`src/rtl/dcm_pkg.sv`:
```
`timescale 1ns / 1ps
// Shared types, constants and helpers of the DC motor RK4 step block.
// Used by dcm_mul, dcm_div and dc_motor_rk4_step.
package dcm_pkg;

  localparam int FracBitsDefault = 16;
  localparam int MulAW = 37;   // width of the signed operand of the shared multiplier
  localparam int MulPW = 70;   // width of the accumulated product
  localparam int SatW  = 72;   // width of intermediate sums before clamping
  localparam int SumW  = 36;   // width of the weighted slope sums
  localparam logic [63:0] PiQ32   = 64'd13493037705;
  localparam logic [31:0] RpmFrac = 32'd2359210871;
  // floor(2^34 / 6); the product is shifted down by Recip6Shift.
  localparam logic [31:0] Recip6      = 32'hAAAAAAAA;
  localparam int          Recip6Shift = 34;

  typedef enum logic [2:0] {
    REG_RESISTANCE = 3'd0,
    REG_INDUCTANCE = 3'd1,
    REG_BACK_EMF   = 3'd2,
    REG_TORQUE_K   = 3'd3,
    REG_INERTIA    = 3'd4,
    REG_STEP_SIZE  = 3'd5
  } reg_idx_e;

  typedef enum logic [3:0] {
    ST_IDLE,
    ST_MUL_R,
    ST_MUL_PSI,
    ST_DIV_I,
    ST_MUL_KT,
    ST_DIV_W,
    ST_SCL,
    ST_FIN_MUL,
    ST_FIN_DIV,
    ST_WRAP,
    ST_RPM,
    ST_TQ,
    ST_OUT
  } state_e;

  typedef enum logic [1:0] {
    VAR_I,
    VAR_W,
    VAR_TH
  } var_e;

  function automatic logic signed [31:0] sat32(input logic signed [SatW-1:0] x);
    logic signed [31:0] r;
    if (x > SatW'(64'sd2147483647)) begin
      r = 32'sh7fffffff;
    end else if (x < -SatW'(64'sd2147483648)) begin
      r = 32'sh80000000;
    end else begin
      r = x[31:0];
    end
    return r;
  endfunction

endpackage

```
`src/rtl/dcm_mul.sv`:
```
`timescale 1ns / 1ps
// Shared multiplier: signed operand times 32-bit unsigned operand in two 16-bit halves.
// Depends on dcm_pkg.
module dcm_mul (
  input  logic                             clk_i,
  input  logic                             rst_ni,
  input  logic                             start_i,
  input  logic signed [dcm_pkg::MulAW-1:0] a_i,
  input  logic        [31:0]               b_i,
  output logic                             done_o,
  output logic signed [dcm_pkg::MulPW-1:0] prod_o
);
  import dcm_pkg::*;

  logic signed [MulAW-1:0] a_q;
  logic        [31:0]      b_q;
  logic        [1:0]       ph_q;
  logic                    done_q;
  logic signed [MulPW-1:0] prod_q;
  logic signed [MulAW+16:0] pp;
  logic        [15:0]      half;

  assign half = (ph_q == 2'd1) ? b_q[15:0] : b_q[31:16];
  assign pp   = a_q * $signed({1'b0, half});

  always_ff @(posedge clk_i or negedge rst_ni) begin
    if (!rst_ni) begin
      ph_q   <= 2'd0;
      done_q <= 1'b0;
    end else begin
      done_q <= 1'b0;
      if (start_i) begin
        ph_q <= 2'd1;
      end else if (ph_q == 2'd1) begin
        ph_q <= 2'd2;
      end else if (ph_q == 2'd2) begin
        ph_q   <= 2'd0;
        done_q <= 1'b1;
      end
    end
  end

  always_ff @(posedge clk_i) begin
    if (start_i) begin
      a_q <= a_i;
      b_q <= b_i;
    end else if (ph_q == 2'd1) begin
      prod_q <= MulPW'(pp);
    end else if (ph_q == 2'd2) begin
      prod_q <= prod_q + (MulPW'(pp) <<< 16);
    end
  end

  assign done_o = done_q;
  assign prod_o = prod_q;

endmodule

```
`config.mk`:
```
export PLATFORM = sky130hd
export DESIGN_NAME = dcm_mul
export DESIGN_NICKNAME = d
export VERILOG_FILES = /design/src/rtl/dcm_pkg.sv /design/src/rtl/dcm_mul.sv
export SDC_FILE = /design/constraint.sdc
export NUM_CORES = 2
export LEC_CHECK = 0
export ABC_AREA = 1
export BUFFER_PORTS_ARGS = -buffer_cell sky130_fd_sc_hd__buf_2
export CAP_MARGIN = 20
export CORE_MARGIN = 5
export CORE_UTILIZATION = 34
export CTS_CLUSTER_SIZE = 40
export DETAILED_ROUTE_END_ITERATION = 10
export PLACE_DENSITY = 0.56
export SETUP_SLACK_MARGIN = 0.2
export SYNTH_ARGS = -nofsm -noshare
export SYNTH_HDL_FRONTEND = slang
export SYNTH_SLANG_ARGS = --single-unit
```
`constraint.sdc`:
```
create_clock -name clk_i -period 9.35 [get_ports clk_i]
set_clock_uncertainty 0.15 [all_clocks]
set_input_delay 0 -clock clk_i [delete_from_list [all_inputs] [get_ports clk_i]]
set_output_delay 0 -clock clk_i [all_outputs]
set_load 0.1 [all_outputs]
```
==> impl_metrics.toml <==
[critical_path]
worst_setup_path_end_kind = "flip-flop"
crit_family = "adder cells"
worst_path_max_delay_cell = "fa_1"
crit_arrival_ns = 8.91
worstPathRequired_ns = 9.49
path_max_fanout = 33
cp-start-kind = "flip-flop"
cpMostUsedCell = "nand2_1"
cpPeakStageDelay_ns = 0.56
crit_type = "flip-flop to flip-flop"
crit_buf_inv = 7

[final_layout]
fin_util = 0.3889
layout-drive-gt1-share = 0.08840
fillCellCount = 9483
fin_nets = 5035
area_growth_pct = 13.66
fin_area_um2 = 35010

[floorplanning]
die_area_um2 = 96710
coreArea_um2 = 90010
die_w_um = 311.0
die_h_um = 311.0
initial_utilization = 0.3422
ios = 143
num_rows = 110

[sta]
finalCriticalPeriod_ns = 8.774
slew_headroom = 0.4410
fmax_ghz = 0.1140
tightest_slew_ns = 0.8385
setup_ws_ns = 0.5757
finalHoldViolations = 0
rsz0062_at_grt = "true"
slew_violations = 0
final-setup-viol-count = 0
fin_crit_sh = 0.9384
fin_setup_tns_ns = 0

[clock_network]
clock_latency_ns = 0.53
cts_max_level = 4
cts_tree = "done"
path_clk_slew_ns = 0.08
clock-sinks = 142
numCtsBuffers = 17
cts-root-buf = "clkbuf_16"
cts_buffer_depth = 2

[logic_synthesis]
synth_edf_count = 139
ys_ff_latch = 142
synth_fp_nets = 4814
ys_types = 45
synth_top_area_frac = 0.3640
avgSynthCellArea_um2 = 7.706
synth_area_leaders = "fa_1 (36%), edfxtp_1 (14%), nand2_1 (12%)"
synthArstFlopShare = 0.02113
synth_top_area_cell = "fa_1"
synthCells = 3997
synth_area_um2 = 30800
yosysSeqAreaShare = 0.1380
synthFlopType = "edfxtp_1"
yosysWarnings = 0

[routing]
first_pass_iters = 7
drc = 0
routed_via_density = 4.904
post_drt_wl_per_cell_um = 19.38
first_iter_violations = 2392
finalWirelength_mm = 104.9
antenna_left = 0
vias = 26540

[global_routing]
grt_first_pass_wirelength_mm = 163.3
antenna_found_initial = 4
grt_pass1_vias = 27510
grt_use_total = 0.2205
grt_max_degree = 66
grt-ovfl-total = 0

[run_status]
status = "finished, final reports clean"

[hold_path]
hold_path.class = "input pin to flip-flop"

[flow_run]
cap_violations = 0

[placement]
pre_cts_slack_ns = 0.2053
hpwl_mm = 88.66
dpl_cell_area_um2 = 33240
gp_congestion = 1.036
port-buffer-count = 142
[layout by cell type (no fill, tap or decap), types with 13 or more instances in the layout]
cell type        n
nand2_1        972
o21ai_0         65
dlygate4sd3_1   89
xor2_1          29
nand4_1         38
nand3_1        151
o21ai_1         20
edfxtp_1       139
ha_1           179
or2_2           22
buf_4           56
clkbuf_16       17
a21oi_1        127
buf_2          141
nor3_1          13
inv_1          952
fa_1           557
nand2_2         24
nor2_1         422
nor2_2          26
and2_1          20
o21bai_1        27
[layout make-up]
class	count	area, µm²	share of cell area
antenna	4	10.01	0.0002859
clock buffer	17	425.4	0.01215
sequential	142	4249	0.1214
clock inverter	15	145.1	0.004146
timing repair buffer	300	2261	0.06458
multi-input combinational	2791	22800	0.6513
tap	1176	1471	0.04203
inverter	966	3643	0.1041
[repair_timing]
| action | CTS | global route |
|---|---|---|
| resized for setup | 2 | 84 |
| endpoints found under the hold margin | 102 | 0 |
| pin swaps | 0 | 2 |
| buffers inserted | 0 | 2 |
| hold buffers | 89 | 0 |
| setup endpoints to repair | 3 | 32 |
[worst paths after layout]
check	start	endpoint	slack, ns	cells past startpoint
worst max-delay path	ph_q[1]$_DFFE_PN0P_	prod_o[48]$_DFFE_PP_	0.58	33
worst min-delay path	a_i[26]	a_q[26]$_DFFE_PP_	0.04	2
worst max register to register	ph_q[1]$_DFFE_PN0P_	prod_o[48]$_DFFE_PP_	0.58	33
worst min register to register	ph_q[1]$_DFFE_PN0P_	ph_q[1]$_DFFE_PN0P_	0.50	2
max in group asynchronous	rst_ni	ph_q[0]$_DFFE_PN0P_	8.38	3
min in group asynchronous	rst_ni	done_o$_DFF_PN0_	0.33	3
[through the flow]
step                      cells  hold WS [ns]
after floorplan            3997       -0.4456
final                      5411       0.04344
after detailed placement   5284       -0.2751
after CTS                  5405     0.0002101
after global placement     5284       -0.2741
after global routing       5408       0.02389
[synthesized netlist by cell type (all sizes together) (3+ instances only)]
library cell,n
nand4,38
edfxtp,139
or2,26
o21ai,91
o21a,8
buf,32
fa,560
inv,960
a21oi,137
ha,185
xnor2,12
nand3b,9
a21o,7
dfrtp,3
a21boi,4
nand2,998
clkbuf,66
o21bai,27
nor3,13
xor2,34
clkinv,6
and2,20
nand3,159
nor2,455
nor4,3
a31oi,3
[logic make-up after synthesis]
group | synth area share
simple gates | 0.2295
buf+inv | 0.1306
fa+ha+maj | 0.4391
compound gates | 0.04968
flops | 0.1380
xor+xnor | 0.01308
[metal layers]
layer,GRT usage,vias to the layer above,part of all wire
met5,0,-,0
met4,0.07239,0,0.034
met3,0.03989,156,0.072
met2,0.3694,983,0.47
met1,0.2904,13060,0.42
li1,-,12340,-
[flip-flops by register name, indices dropped and copies added, names as in the netlist]
register	count
b_q	32
ph_q	2
done_o	1
prod_o	70
a_q	37
Power is not shown: default switching activity piles up to over one toggle a cycle in this logic, so the estimate is an artifact.
