<file path="src/rtl/dcm_pkg.sv">
`timescale 1ns / 1ps
// Shared types, constants and helpers of the DC motor RK4 step block.
// Used by dcm_mul, dcm_div and dc_motor_rk4_step.
package dcm_pkg;

  localparam int FracBitsDefault = 16;
  localparam int MulAW = 37;   // width of the signed operand of the shared multiplier
  localparam int MulPW = 70;   // width of the accumulated product
  localparam int SatW  = 72;   // width of intermediate sums before clamping
  localparam int SumW  = 36;   // width of the weighted slope sums
  localparam logic [63:0] PiQ32   = 64'd13493037705;
  localparam logic [31:0] RpmFrac = 32'd2359210871;
  // floor(2^34 / 6); the product is shifted down by Recip6Shift.
  localparam logic [31:0] Recip6      = 32'hAAAAAAAA;
  localparam int          Recip6Shift = 34;

  typedef enum logic [2:0] {
    REG_RESISTANCE = 3'd0,
    REG_INDUCTANCE = 3'd1,
    REG_BACK_EMF   = 3'd2,
    REG_TORQUE_K   = 3'd3,
    REG_INERTIA    = 3'd4,
    REG_STEP_SIZE  = 3'd5
  } reg_idx_e;

  typedef enum logic [3:0] {
    ST_IDLE,
    ST_MUL_R,
    ST_MUL_PSI,
    ST_DIV_I,
    ST_MUL_KT,
    ST_DIV_W,
    ST_SCL,
    ST_FIN_MUL,
    ST_FIN_DIV,
    ST_WRAP,
    ST_RPM,
    ST_TQ,
    ST_OUT
  } state_e;

  typedef enum logic [1:0] {
    VAR_I,
    VAR_W,
    VAR_TH
  } var_e;

  function automatic logic signed [31:0] sat32(input logic signed [SatW-1:0] x);
    logic signed [31:0] r;
    if (x > SatW'(64'sd2147483647)) begin
      r = 32'sh7fffffff;
    end else if (x < -SatW'(64'sd2147483648)) begin
      r = 32'sh80000000;
    end else begin
      r = x[31:0];
    end
    return r;
  endfunction

endpackage

</file>
<file path="src/rtl/dcm_div.sv">
`timescale 1ns / 1ps
// Bit-serial restoring divider, truncating toward zero, quotient clamped to 32 bits.
// Depends on dcm_pkg.
module dcm_div #(
  parameter int DW = 56
) (
  input  logic                 clk_i,
  input  logic                 rst_ni,
  input  logic                 start_i,
  input  logic signed [DW-1:0] num_i,
  input  logic        [30:0]   den_i,
  output logic                 done_o,
  output logic signed [31:0]   quo_o
);
  import dcm_pkg::*;

  logic [DW:0]    mag;
  logic [DW-32:0] mag_hi;
  logic [30:0]    den_q, rem_q;
  logic [31:0]    low_q, q_q;
  logic           neg_q, ovf_q, busy_q, done_q;
  logic [4:0]     cnt_q;
  logic [31:0]    r2;
  logic           ge;

  assign mag    = num_i[DW-1] ? -(DW+1)'(num_i) : (DW+1)'(num_i);
  assign mag_hi = mag[DW:32];
  assign r2     = {rem_q, low_q[31]};
  assign ge     = r2 >= {1'b0, den_q};

  always_ff @(posedge clk_i or negedge rst_ni) begin
    if (!rst_ni) begin
      busy_q <= 1'b0;
      done_q <= 1'b0;
      cnt_q  <= 5'd0;
    end else begin
      done_q <= 1'b0;
      if (start_i) begin
        busy_q <= 1'b1;
        cnt_q  <= 5'd0;
      end else if (busy_q) begin
        cnt_q <= cnt_q + 5'd1;
        if (cnt_q == 5'd31) begin
          busy_q <= 1'b0;
          done_q <= 1'b1;
        end
      end
    end
  end

  always_ff @(posedge clk_i) begin
    if (start_i) begin
      den_q <= den_i;
      neg_q <= num_i[DW-1];
      ovf_q <= (DW+1)'(mag_hi) >= (DW+1)'(den_i);
      rem_q <= 31'(mag_hi);
      low_q <= mag[31:0];
      q_q   <= 32'd0;
    end else if (busy_q) begin
      rem_q <= ge ? 31'(r2 - {1'b0, den_q}) : r2[30:0];
      low_q <= {low_q[30:0], 1'b0};
      q_q   <= {q_q[30:0], ge};
    end
  end

  always_comb begin
    if (ovf_q) begin
      quo_o = neg_q ? 32'sh80000000 : 32'sh7fffffff;
    end else if (neg_q) begin
      quo_o = (q_q > 32'h80000000) ? 32'sh80000000 : -$signed(q_q);
    end else begin
      quo_o = q_q[31] ? 32'sh7fffffff : $signed(q_q);
    end
  end

  assign done_o = done_q;

endmodule

</file>
<file path="config.mk">
export PLATFORM = sky130hd
export DESIGN_NAME = dcm_div
export DESIGN_NICKNAME = d
export VERILOG_FILES = /design/src/rtl/dcm_pkg.sv /design/src/rtl/dcm_div.sv
export SDC_FILE = /design/constraint.sdc
export NUM_CORES = 1
export LEC_CHECK = 0
export BUFFER_PORTS_ARGS = -buffer_cell sky130_fd_sc_hd__buf_2
export CAP_MARGIN = 10
export CORE_MARGIN = 3
export CORE_UTILIZATION = 55
export DETAILED_ROUTE_END_ITERATION = 16
export PLACE_DENSITY_LB_ADDON = 0.1
export SLEW_MARGIN = 10
export SYNTH_ARGS = -nofsm -noshare
export SYNTH_HDL_FRONTEND = slang
export SYNTH_SLANG_ARGS = --single-unit
</file>
<file path="constraint.sdc">
create_clock -name clk_i -period 4.5 [get_ports clk_i]
set_clock_uncertainty 0.2 [all_clocks]
set_input_delay 0.225 -clock clk_i [delete_from_list [all_inputs] [get_ports clk_i]]
set_output_delay 0.225 -clock clk_i [all_outputs]
set_load 0.01 [all_outputs]
</file>
==> flow_summary.json, run 1 <==
{
  "wl_met1_mm": 12.6,
  "clockBufferDepth": 2,
  "final_nets": 1488,
  "routabilityCongestion": 0.904,
  "cp_slowest_cell": "or4_1",
  "ant_nets": 0,
  "top_layer": "met4",
  "setup_viol": 0,
  "finalInstanceArea_sq_um": 12100,
  "power_density_nw_per_um2": 493,
  "syn-num-nets": 1329,
  "hold_path.startpoint": "num_i[18]",
  "initial_utilization_pct": 57.2,
  "synth_area_per_cell_sq_um": 8.55,
  "ios": 123,
  "synth_area_leaders": "edfxtp_1 (27%), dfxtp_1 (7.6%), ha_1 (7.5%)",
  "synth_area_sq_um": 10100,
  "ys_seq_area_share_pct": 36.1,
  "cts.sinks": 135,
  "yosysMostFrequentCell": "nor2_1",
  "root_buffer": "clkbuf_16",
  "synthFlopType": "edfxtp_1",
  "layout.area.seq_sq_um": 3640,
  "yosysUniqueCellTypes": 69,
  "min_path_cells": 3,
  "slew_headroom_pct": 39.7,
  "crit_top_cell": "o21ai_0",
  "rr_endpoint": "rem_q[2]",
  "hold_viol_final": 0,
  "clk_pin_slew_worst_paths_ps": 60,
  "cts_tree": "yes",
  "drc": 0,
  "met2_wirelength_mm": 12.7,
  "antenna_found_initial": 0,
  "hold_end": "low_q[18]",
  "startpoint": "num_i[17]",
  "netlist_top_cells_count": "nor2_1 (139), nand2_1 (94), edfxtp_1 (90)",
  "overflow": 0,
  "period_minus_slack_ps": 4270,
  "row_count": 48,
  "synth_cells": 1178,
  "cpPeakStageDelay_ps": 590,
  "globalRouteTotalUtil_pct": 27.2,
  "placed_cell_area_sq_um": 11000,
  "htree_levels": 4,
  "required_ps": 4450,
  "max_freq_mhz": 234,
  "outcome": "finished, final reports clean",
  "drv_slew": 0,
  "crit_chain": "buf_2 -> or4_1 -> or4_1 -> buf_4 -> nor3_1 -> nand2b_1 -> o41ai_1 -> xnor2_1 -> ha_1 -> nor2b_1 -> o21a_1 -> o21ai_0 -> a21oi_1 -> o21ai_0 -> a21oi_1 -> a2111oi_2 -> o21ai_0",
  "clk_latency_ps": 430,
  "r2r.worst_path.cells": 10,
  "die_area_sq_um": 20000,
  "synth_warnings": 0,
  "r2r-start": "rem_q[22]",
  "drive_gt1_share_pct": 16.7,
  "multi_input_area_sq_um": 5920,
  "finalPower_uw": 5950,
  "core_sq_um": 17600,
  "ys_seq_elements": 135,
  "maxCapViolations": 0,
  "dr.pass1.iters": 5,
  "routed_via_density": 5.94,
  "drtIter0Drc": 663,
  "grt_pass1_wl_mm": 44.2,
  "crit_fanout": 5,
  "die_h_um": 141,
  "die_x_um": 141,
  "r2r_slack_ps": 880,
  "area_delta_synth_final_pct": 19.9,
  "crit_arrival_ps": 4230,
  "wire_per_inst_um": 17.3,
  "grt_pass1_vias": 8827,
  "worstMarginPinSlew_ps": 904,
  "grt_max_degree": 85,
  "drt-total-wl_mm": 27.3,
  "async_flop_share_pct": 5.19,
  "wl_met3_mm": 1.57,
  "crit_path_end_kind": "register",
  "dr_total_vias": 9357,
  "yosysTopAreaCellShare_pct": 26.8,
  "post-route-period-util_pct": 95.0,
  "place_hpwl_mm": 19.6,
  "max-vdd-ir-drop_mv": 0.327,
  "hold_class": "in -> reg",
  "p_leak_uw": 0.00548,
  "critical_path_class": "in -> reg",
  "nFillCells": 1436,
  "synth_area_leader_cell": "edfxtp_1",
  "startpoint_type": "input port",
  "port_buffers": 122,
  "cts-buffers-inserted": 17,
  "synth_edf_count": 90
}
## metrics by stage
stage               TNS, ps  util, %  hold slack, ps  std cells  setup WS, ps
detailed placement     -182     62.7            -132       1507          -182
finish                    0     68.6            7.62       1576           226
global placement      -29.6     62.7            -137       1507         -29.6
global route          -63.7     68.6            22.1       1575         -63.7
CTS                       0     68.5           0.422       1575           100
floorplan                 0        -            -271       1178           160
## metal layers
layer / vias to the layer above / GRT usage (%)
met5: - / 0
met4: 0 / 8.31
met3: 33 / 4.45
met2: 300 / 44.2
met1: 4390 / 37.5
li1: 4634 / -
## worst max path at each step
stage / to / cells after the start
after global routing: ovf_q / 17
final: ovf_q / 17
after global placement: ovf_q / 17
after CTS: ovf_q / 18
after detailed placement: ovf_q / 17
after floorplan: ovf_q / 16
## critical path: cells and delay by family
family / cells / cell delay [ps]
AND/OR/NAND/NOR: 5 / 1710
AO/OA/AOI/OAI: 8 / 1510
buffers and inverters: 2 / 290
adder cells (fa/ha/maj): 1 / 280
XOR/XNOR: 1 / 200
## registers in the layout, indices dropped and copies added, names as in the netlist
signal	flops
busy_q	1
cnt_q	5
den_q	31
done_o	1
low_q	32
neg_q	1
ovf_q	1
q_q	32
rem_q	31
## where the power goes
group	internal, uW	switching, uW
clock network	980	574
registers	1560	106
logic	1110	1620
total	3650	2300
## kinds of logic after synthesis
kind of cell | synth area share (%)
xor gates and xnor gates | 6.35
muxes | 4.12
buffers and inverters | 5.32
adders and majority gates | 7.65
AOI/OAI and AO/OA | 20.8
DFF | 36.1
other | 0.0372
and+or+nand+nor | 19.5
## cell usage in the layout, fill, tap and decap left out, types with 11 or more instances in the layout
cell type      count
o31ai_1           24
nor3_1            29
inv_1             79
dlygate4sd3_1     36
mux2i_1           37
nor4_1            12
buf_4             42
nand3_1           13
edfxtp_1          90
or3_1             19
xor2_1            39
nand2b_1          11
or4_1             11
a31oi_1           19
nor2_1           137
o21ai_0           73
dfxtp_1           38
clkbuf_16         20
nand2_1           93
nand4_1           22
nor2b_1           13
a21oi_1           87
ha_1              60
xnor2_1           34
buf_2            121
a21o_1            20
## area by class of cell
cell class	instances	area share, %
antenna	1	0.0207
clock buffer	21	4.17
multi-input combinational	905	49.0
clock inverter	11	1.29
inverter	79	2.45
tap	225	2.33
sequential	135	30.1
timing repair buffer	199	10.6
## timing repair
| action | CTS | global route |
|---|---|---|
| hold endpoints to repair | 41 | 0 |
| resized for setup | 0 | 6 |
| setup buffers | 0 | 0 |
| hold buffers | 36 | 0 |
| endpoints found under the setup margin | 0 | 9 |
No activity file was read; power rests on OpenSTA's default activity.
==> run 2, diff against run 1 <==
CORE_MARGIN = 1.5   (was 3)
==> run 2 against run 1 <==
Against the previous run:
- global-route usage is 1.2 points higher
- critical path type is now reg -> out
- sequential cell count stayed put
- largest power group unchanged
- fmax is 0.50% lower
==> flow_summary.json, run 2 (synthesis results as in run 1) <==
{
  "drtIter0Drc": 793,
  "drive_gt1_share_pct": 16.6,
  "cts_tree": "yes",
  "max_freq_mhz": 233,
  "die_h_um": 138,
  "wire_per_inst_um": 17.2,
  "power_density_nw_per_um2": 481,
  "hold_viol_final": 0,
  "crit_arrival_ps": 3870,
  "grt_pass1_vias": 8814,
  "clockBufferDepth": 2,
  "root_buffer": "clkbuf_16",
  "hold_class": "in -> reg",
  "place_hpwl_mm": 19.0,
  "p_leak_uw": 0.00542,
  "die_area_sq_um": 19100,
  "required_ps": 4070,
  "cts-buffers-inserted": 17,
  "grt_pass1_wl_mm": 44.4,
  "initial_utilization_pct": 56.1,
  "period_minus_slack_ps": 4300,
  "slew_headroom_pct": 46.8,
  "row_count": 49,
  "routed_via_density": 5.95,
  "cts.sinks": 135,
  "antenna_found_initial": 1,
  "nFillCells": 1522,
  "finalPower_uw": 5770,
  "final_common_cell": "nor2_1",
  "globalRouteTotalUtil_pct": 28.4,
  "final_nets": 1485,
  "grt_max_degree": 148,
  "post-route-period-util_pct": 95.5,
  "htree_levels": 4,
  "crit_path_end_kind": "output pin",
  "overflow": 0,
  "dr_total_vias": 9387,
  "hold-worst-slack_ps": 13.9,
  "worstMarginPinSlew_ps": 798,
  "routabilityCongestion": 0.980,
  "critical_path_class": "reg -> out",
  "maxCapViolations": 0,
  "dr.pass1.iters": 5,
  "ant_nets": 0,
  "final_cell_mix": "nor2_1 (138), buf_2 (121), nand2_1 (93)",
  "max-vdd-ir-drop_mv": 0.311,
  "crit_fanout": 19,
  "ios": 123,
  "die_x_um": 138,
  "rsz0062_at_grt": "false",
  "drt-total-wl_mm": 27.2,
  "port_buffers": 122,
  "clk_latency_ps": 430,
  "outcome": "finished, final reports clean",
  "final_core_util_pct": 66.8,
  "area_delta_synth_final_pct": 19.1,
  "startpoint_type": "register",
  "drc": 0,
  "core_sq_um": 18000,
  "cts_setup_buffers": 0,
  "drv_slew": 0,
  "reg_top3": "low_q x32, q_q x32",
  "setup_viol": 0,
  "clk_pin_slew_worst_paths_ps": 60
}
-- run 2: changes by cell type in the layout (fill, tap and decap cells not counted), moves of 2 or more --
cell,change
buf_4,-2
clkbuf_16,-3
clkinvlp_4,+3
dlygate4sd3_1,-2
-- run 2: repair_timing --
action / CTS / global route
hold buffers: 34 / 0
gates resized for setup: 0 / 4
endpoints found under the hold margin: 39 / 0
endpoints found under the setup margin: 0 / 1
-- run 2: cell type report --
cell class                      instances  area [sq um]  area share (%)
Clock buffer                           18           429            3.58
Clock inverter                         14           151            1.26
Antenna cell                            1          2.50          0.0209
Timing Repair Buffer                  196          1270            10.6
Multi-Input combinational cell        905          5920            49.4
Inverter                               79           297            2.47
Tap cell                              229           287            2.39
Sequential cell                       135          3640            30.3
-- run 2: metrics by stage --
| stage | std cells | worst slack, ps | area, sq um | TNS (ps) |
|---|---|---|---|---|
| final | 1577 | 204 | 12000 | 0 |
| after global routing | 1576 | 55.5 | 12000 | 0 |
| after CTS | 1576 | 227 | 12000 | 0 |
| after detailed placement | 1510 | -192 | 11100 | -192 |
| after global placement | 1510 | -4.45 | 11100 | -4.45 |
| after floorplan | 1178 | 160 | 10100 | 0 |
-- run 2: path summary, 6_finish.rpt --
check / startpoint / end / slack, ps / cells past startpoint
worst max-delay path: q_q[0] / quo_o[5] / 200 / 11
worst min-delay path: num_i[24] / low_q[24] / 10 / 3
worst max register to register: low_q[31] / rem_q[1] / 1020 / 11
worst min register to register: rem_q[25] / rem_q[25] / 330 / 2
max in group asynchronous: rst_ni / busy_q / 3250 / 3
min in group asynchronous: rst_ni / cnt_q[4] / 570 / 3
-- run 2: layer usage --
metal,vias to the layer above,routed length [um],global-route usage (%),share of wire (%)
met1,4420,12500,39.0,46
met4,0,338,7.20,1.2
met2,305,12800,46.8,47
li1,4634,-,-,-
met3,28,1550,4.88,5.7
met5,-,0,0,0
-- run 2: report_power, final --
part | leakage (uW) | switching, uW | total (uW) | internal (uW)
Sequential | 0.00131 | 105 | 1660 | 1560
Clock | 0.000267 | 585 | 1400 | 820
Combinational | 0.00384 | 1600 | 2700 | 1100
Total | 0.00542 | 2290 | 5770 | 3480
-- run 2: critical path, cell delays in order (launching register included) --
cell      delay, ps
dfxtp_1         340
inv_1            80
ha_1            180
or3b_2          490
nor3_1          150
buf_4           160
nand4_1         210
nor4b_2         420
a41oi_2         170
or2_1           510
o311ai_0        510
buf_2           210
